File: src/ti_pkg.sv
// Package for the table interpolator: shared constants and types.
// No dependencies.
package ti_pkg;

  localparam int unsigned TableDepthDef = 256;
  localparam int unsigned CountW        = 9;
  localparam int unsigned IdxW          = 8;
  localparam int unsigned XW            = 32;
  localparam int unsigned YW            = 32;
  localparam int unsigned WideW         = 128;
  localparam int unsigned DivW          = 64;

  typedef enum logic [1:0] {
    MODE_WRITE = 2'd0,
    MODE_LIN   = 2'd1,
    MODE_QUAD  = 2'd2,
    MODE_NONE  = 2'd3
  } mode_e;

  typedef enum logic [3:0] {
    ST_IDLE,
    ST_SCAN,
    ST_FETCH,
    ST_LOAD,
    ST_SETUP,
    ST_MUL1,
    ST_MUL2,
    ST_DIV,
    ST_ACC,
    ST_DONE
  } state_e;

  // Divider request/response between the top level and the divider.
  typedef struct packed {
    logic             start;
    logic [WideW-1:0] num;
    logic [DivW-1:0]  den;
  } div_req_t;

  typedef struct packed {
    logic             done;
    logic [WideW-1:0] quo;
  } div_rsp_t;

endpackage

File: src/ti_divider.sv
// Unsigned 128 by 64 restoring divider, one quotient bit a cycle.
// Depends on ti_pkg.
module ti_divider (
  input  logic             clk_i,
  input  logic             rst_ni,
  input  ti_pkg::div_req_t req_i,
  output ti_pkg::div_rsp_t rsp_o
);

  localparam int unsigned CntW = $clog2(ti_pkg::WideW) + 1;

  logic                      busy_q, busy_d;
  logic [CntW-1:0]           cnt_q, cnt_d;
  logic [ti_pkg::WideW-1:0]  num_q, num_d;
  logic [ti_pkg::DivW-1:0]   den_q, den_d;
  logic [ti_pkg::DivW-1:0]   rem_q, rem_d;
  logic                      done_q, done_d;
  logic [ti_pkg::DivW:0]     shifted;
  logic [ti_pkg::DivW:0]     diff;

  always_comb begin
    shifted = {rem_q, num_q[ti_pkg::WideW-1]};
    diff    = shifted - {1'b0, den_q};
    busy_d  = busy_q;
    cnt_d   = cnt_q;
    num_d   = num_q;
    den_d   = den_q;
    rem_d   = rem_q;
    done_d  = 1'b0;
    if (req_i.start) begin
      busy_d = 1'b1;
      cnt_d  = CntW'(ti_pkg::WideW);
      num_d  = req_i.num;
      den_d  = req_i.den;
      rem_d  = '0;
    end else if (busy_q) begin
      // quotient bits shift into the low end as the numerator leaves the top
      if (!diff[ti_pkg::DivW]) begin
        rem_d = diff[ti_pkg::DivW-1:0];
        num_d = {num_q[ti_pkg::WideW-2:0], 1'b1};
      end else begin
        rem_d = shifted[ti_pkg::DivW-1:0];
        num_d = {num_q[ti_pkg::WideW-2:0], 1'b0};
      end
      cnt_d = cnt_q - CntW'(1);
      if (cnt_q == CntW'(1)) begin
        busy_d = 1'b0;
        done_d = 1'b1;
      end
    end
  end

  always_ff @(posedge clk_i or negedge rst_ni) begin
    if (!rst_ni) begin
      busy_q <= 1'b0;
      cnt_q  <= '0;
      done_q <= 1'b0;
    end else begin
      busy_q <= busy_d;
      cnt_q  <= cnt_d;
      done_q <= done_d;
    end
  end

  always_ff @(posedge clk_i) begin
    num_q <= num_d;
    den_q <= den_d;
    rem_q <= rem_d;
  end

  assign rsp_o.done = done_q;
  assign rsp_o.quo  = num_q;

endmodule

File: config.mk
export PLATFORM = sky130hd
export DESIGN_NAME = ti_divider
export DESIGN_NICKNAME = d
export VERILOG_FILES = /design/src/ti_pkg.sv /design/src/ti_divider.sv
export SDC_FILE = /design/constraint.sdc
export NUM_CORES = 1
export LEC_CHECK = 0
export ABC_CLOCK_PERIOD_IN_PS = 4400
export BUFFER_PORTS_ARGS = -buffer_cell sky130_fd_sc_hd__buf_2
export CORE_MARGIN = 2
export CORE_UTILIZATION = 50
export DETAILED_ROUTE_END_ITERATION = 6
export PLACE_DENSITY = 0.85
export SYNTH_ARGS = -nofsm -noshare
export SYNTH_HDL_FRONTEND = slang
export SYNTH_SLANG_ARGS = --single-unit
File: constraint.sdc
create_clock -name clk_i -period 4.4 [get_ports clk_i]
set_input_delay 0.88 -clock clk_i [delete_from_list [all_inputs] [get_ports clk_i]]
set_output_delay 0.88 -clock clk_i [all_outputs]
set_load 0.01 [all_outputs]
==> summary.md <==
| Metric | Value |
|---|---|
| Sequential area share after synthesis | between 40% and 50% |
| Post-CTS Resized | 0 |
| Clock Latency Late Sink | around 0.58 ns |
| Max Used Layer | met5 |
| Failing checks | design-rule violations |
| Routed WL per cell | ~20 microns |
| Gr ovfl total | 0 |
| CP Capture Type | flip-flop |
| Max-cap violations | 0 |
| Total iterations of the first detailed-routing run | 7 |
| Cell variety after synth | 78 |
| Vias | 12300 |
| Filler instances | around 2400 |
| Worst flop-to-flop path endpoint | rem_q[61] |
| CP Depth | 12 |
| ANT nets after route | 0 |
| Post-route setup TNS | 0 ns |
| Root Driver | clkbuf_16 |
| Yosys Warn Count | 0 |
| Worst setup SP type | flip-flop |
| First-pass GRT wire length | approximately 63000 microns |
| R2R depth | 12 |
| Synthesized flop and latch total | between 200 and 300 |
| Asr flop ratio synth | under 10% |
| Most used cell, CP | a21oi_1 |
| I/O pin cnt | ~320 |
| Finish-stage setup viols | 0 |
| WS Path Type | reg2reg |
| Pwr Density | 424 mW/mm^2 |
| Die area | 0.0312 sq mm |
| Commonest non-fill, non-tap cells in the layout | buf_2 (322), edfxtp_1 (192), nand2_1 (152) |
| CP peak stage delay | around 0.77 ns |
| RSZ-0062 raised after global routing | false |
| Total Routed Length | around 42000 microns |
| Post-Syn Nets | approximately 1700 |
| Crit Path Max Fanout | 4 |
| Cts bufs inserted | 30 |
| Cell area after synthesis | 0.0149 sq mm |
| DRC errors left | 11 |
| Ys flop type | edfxtp_1 |
| Initial DRC Count | 1026 |
| VDD IR max | roughly 370 uV |
| Core area | ~0.029 sq mm |
| Hold-fix buffers, CTS | 0 |
| Number of setup buffers added after CTS | 0 |
| CP endpoint | rem_q[61] |
| Port bufs | 323 |
| GPL Wtd Cong | between 0.9 and 1 |
| CP Data Required Time | roughly 4.9 ns |
| Status | complete, but fails checks |
| Final cell count without fillers | 2120 |
| FP Rows | 63 |
| CTS max path bufs | 3 |
| Dpl hpwl | 30500 microns |
| Worst Tran Pin Value | between 1 and 1.5 ns |
| Commonest non-fill, non-tap cell in the layout | buf_2 |
| Via density | 5.82 |
| CP startpoint | num_q[127] |
| Hold/Removal Path Class | in2async |
| M1 wire length | between 15000 and 20000 microns |
| Post-Place Cells | slightly above 2000 |
| Crit path buffers/inverters | 1 |
| Slew HR | between 20% and 30% |
| Die width | between 150 and 200 microns |
| Lkg Pwr | around 0.0076 uW |
| Met2 Wirelength | 20200 microns |
| Pin count of the biggest net entering global routing | 107 |
| Layout cells sized above 1 | a little under a third |
| Final nets | roughly 2000 |
| H-tree Lvls | 1 |
| Skew final | roughly 0.033 ns |
| Util after Layout | 60.9% |
| Die H | 177 microns |
| Min cycle time layout | between 3 and 4 ns |
| Slew Viols, Final | 0 |
| Initial antenna violation count | 10 |
| Number of flops mapped to enable cells by yosys | between 150 and 200 |
| Delay-heaviest family, CP | compound AO/OA/AOI/OAI gates |
| Worst path arrival time | roughly 4.3 ns |
| Hold violation count in the final report | 0 |
| Crit share post-route | between 80 and 90% |
| P&R area growth vs syn | 20.7% |
| Routed wl met3 | 3520 microns |
| Worst R2R Setup Slack | 0.58 ns |
| FF-to-FF Start | num_q[127] |
| Syn_area_per_cell | 10.6 sq um |
| CTS tree | built |
| Critical-path cell list | inv_1 -> ha_1 -> fa_1 -> nand2b_1 -> a21oi_1 -> o21ai_1 -> a2111oi_2 -> o21ai_0 -> o41ai_1 -> a21oi_1 -> a311oi_1 -> a22o_1 |
| Initial Utilization | between 50% and 60% |
| Gr usage total | 25.7% |
| Crit path max-delay cell type | o41ai_1 |
| Syn Inst Count | 1409 |
| Vias in the first global route | 12000 |
| FMAX | around 0.26 GHz |
| Reg clk slew, reported paths | roughly 0.07 ns |
| TritonCTS Sinks | approximately 270 |
[cells in the mapped netlist (39+ instances only)]
master / number / share of area, %
edfxtp_1: 192 / 39
nand2_1: 152 / 3.8
mux2_2: 128 / 9.7
nor2_1: 111 / 2.8
a21oi_1: 94 / 3.2
inv_1: 86 / 2.2
ha_1: 66 / 5.6
dfxtp_1: 64 / 8.6
o21ai_0: 60 / 2.0
clkbuf_1: 52 / 1.3
a311oi_1: 44 / 2.6
xnor2_1: 39 / 2.3
[kinds of logic after synthesis]
family                     after synthesis  synth area share [%]
and+or+nand+nor                        370                  11.1
AOI/OAI and AO/OA                      345                  15.8
DFF                                    266                  49.0
buffers and inverters                  164                  4.42
muxes                                  135                  10.2
xor gates and xnor gates                62                  3.78
adders and majority gates               67                  5.68
[metal layers]
| layer | vias up | global-route usage, % |
|---|---|---|
| met1 | 5868 | 30.3 |
| met3 | 114 | 6.78 |
| met5 | - | 0 |
| met4 | 8 | 12.0 |
| li1 | 5773 | - |
| met2 | 570 | 43.7 |
[stage by stage]
stage                     instance area [sq um]  hold slack [ns]  total power [uW]  setup WS (ns)
after CTS                                 17900            0.125              7630          0.582
after floorplan                           14900            0.451              4220          0.187
final                                     18000            0.148              7600          0.579
after global placement                    16800            0.467              4700          0.750
after detailed placement                  16800            0.483              4760          0.645
after global routing                      17900            0.142              7900          0.250
[where the power goes]
group | internal, uW | leakage (uW) | switching [uW]
Sequential | 3010 | 0.00262 | 185
Clock | 1760 | 0.000548 | 1100
Combinational | 655 | 0.00445 | 887
Total | 5430 | 0.00762 | 2180
[how the worst min path moves through the flow]
| stage | start | to | depth (start not counted) |
|---|---|---|---|
| after floorplan | rem_q[14] | rem_q[14] | 2 |
| after detailed placement | rem_q[16] | rem_q[16] | 2 |
| after global placement | rem_q[32] | rem_q[32] | 2 |
| final | rst_ni | cnt_q[7] | 1 |
| after global routing | rst_ni | cnt_q[7] | 1 |
| after CTS | rst_ni | cnt_q[5] | 1 |
[layout make-up]
| class | instances | area (sq um) | area share [%] |
|---|---|---|---|
| repair buffers | 335 | 1740 | 9.70 |
| clock inverters | 22 | 370 | 2.06 |
| diodes | 8 | 20.0 | 0.112 |
| flip-flops and latches | 266 | 7300 | 40.7 |
| inverters | 86 | 325 | 1.81 |
| clock buffers | 34 | 776 | 4.32 |
| well taps | 390 | 488 | 2.72 |
| multi-input cells | 979 | 6930 | 38.6 |
[sequential cells by signal (all words and copies together) (netlist names)]
| signal | count |
|---|---|
| busy_q | 1 |
| rem_q | 64 |
| den_q | 64 |
| done_q | 1 |
| cnt_q | 8 |
| num_q | 128 |
(Power assumes the default switching activity.)
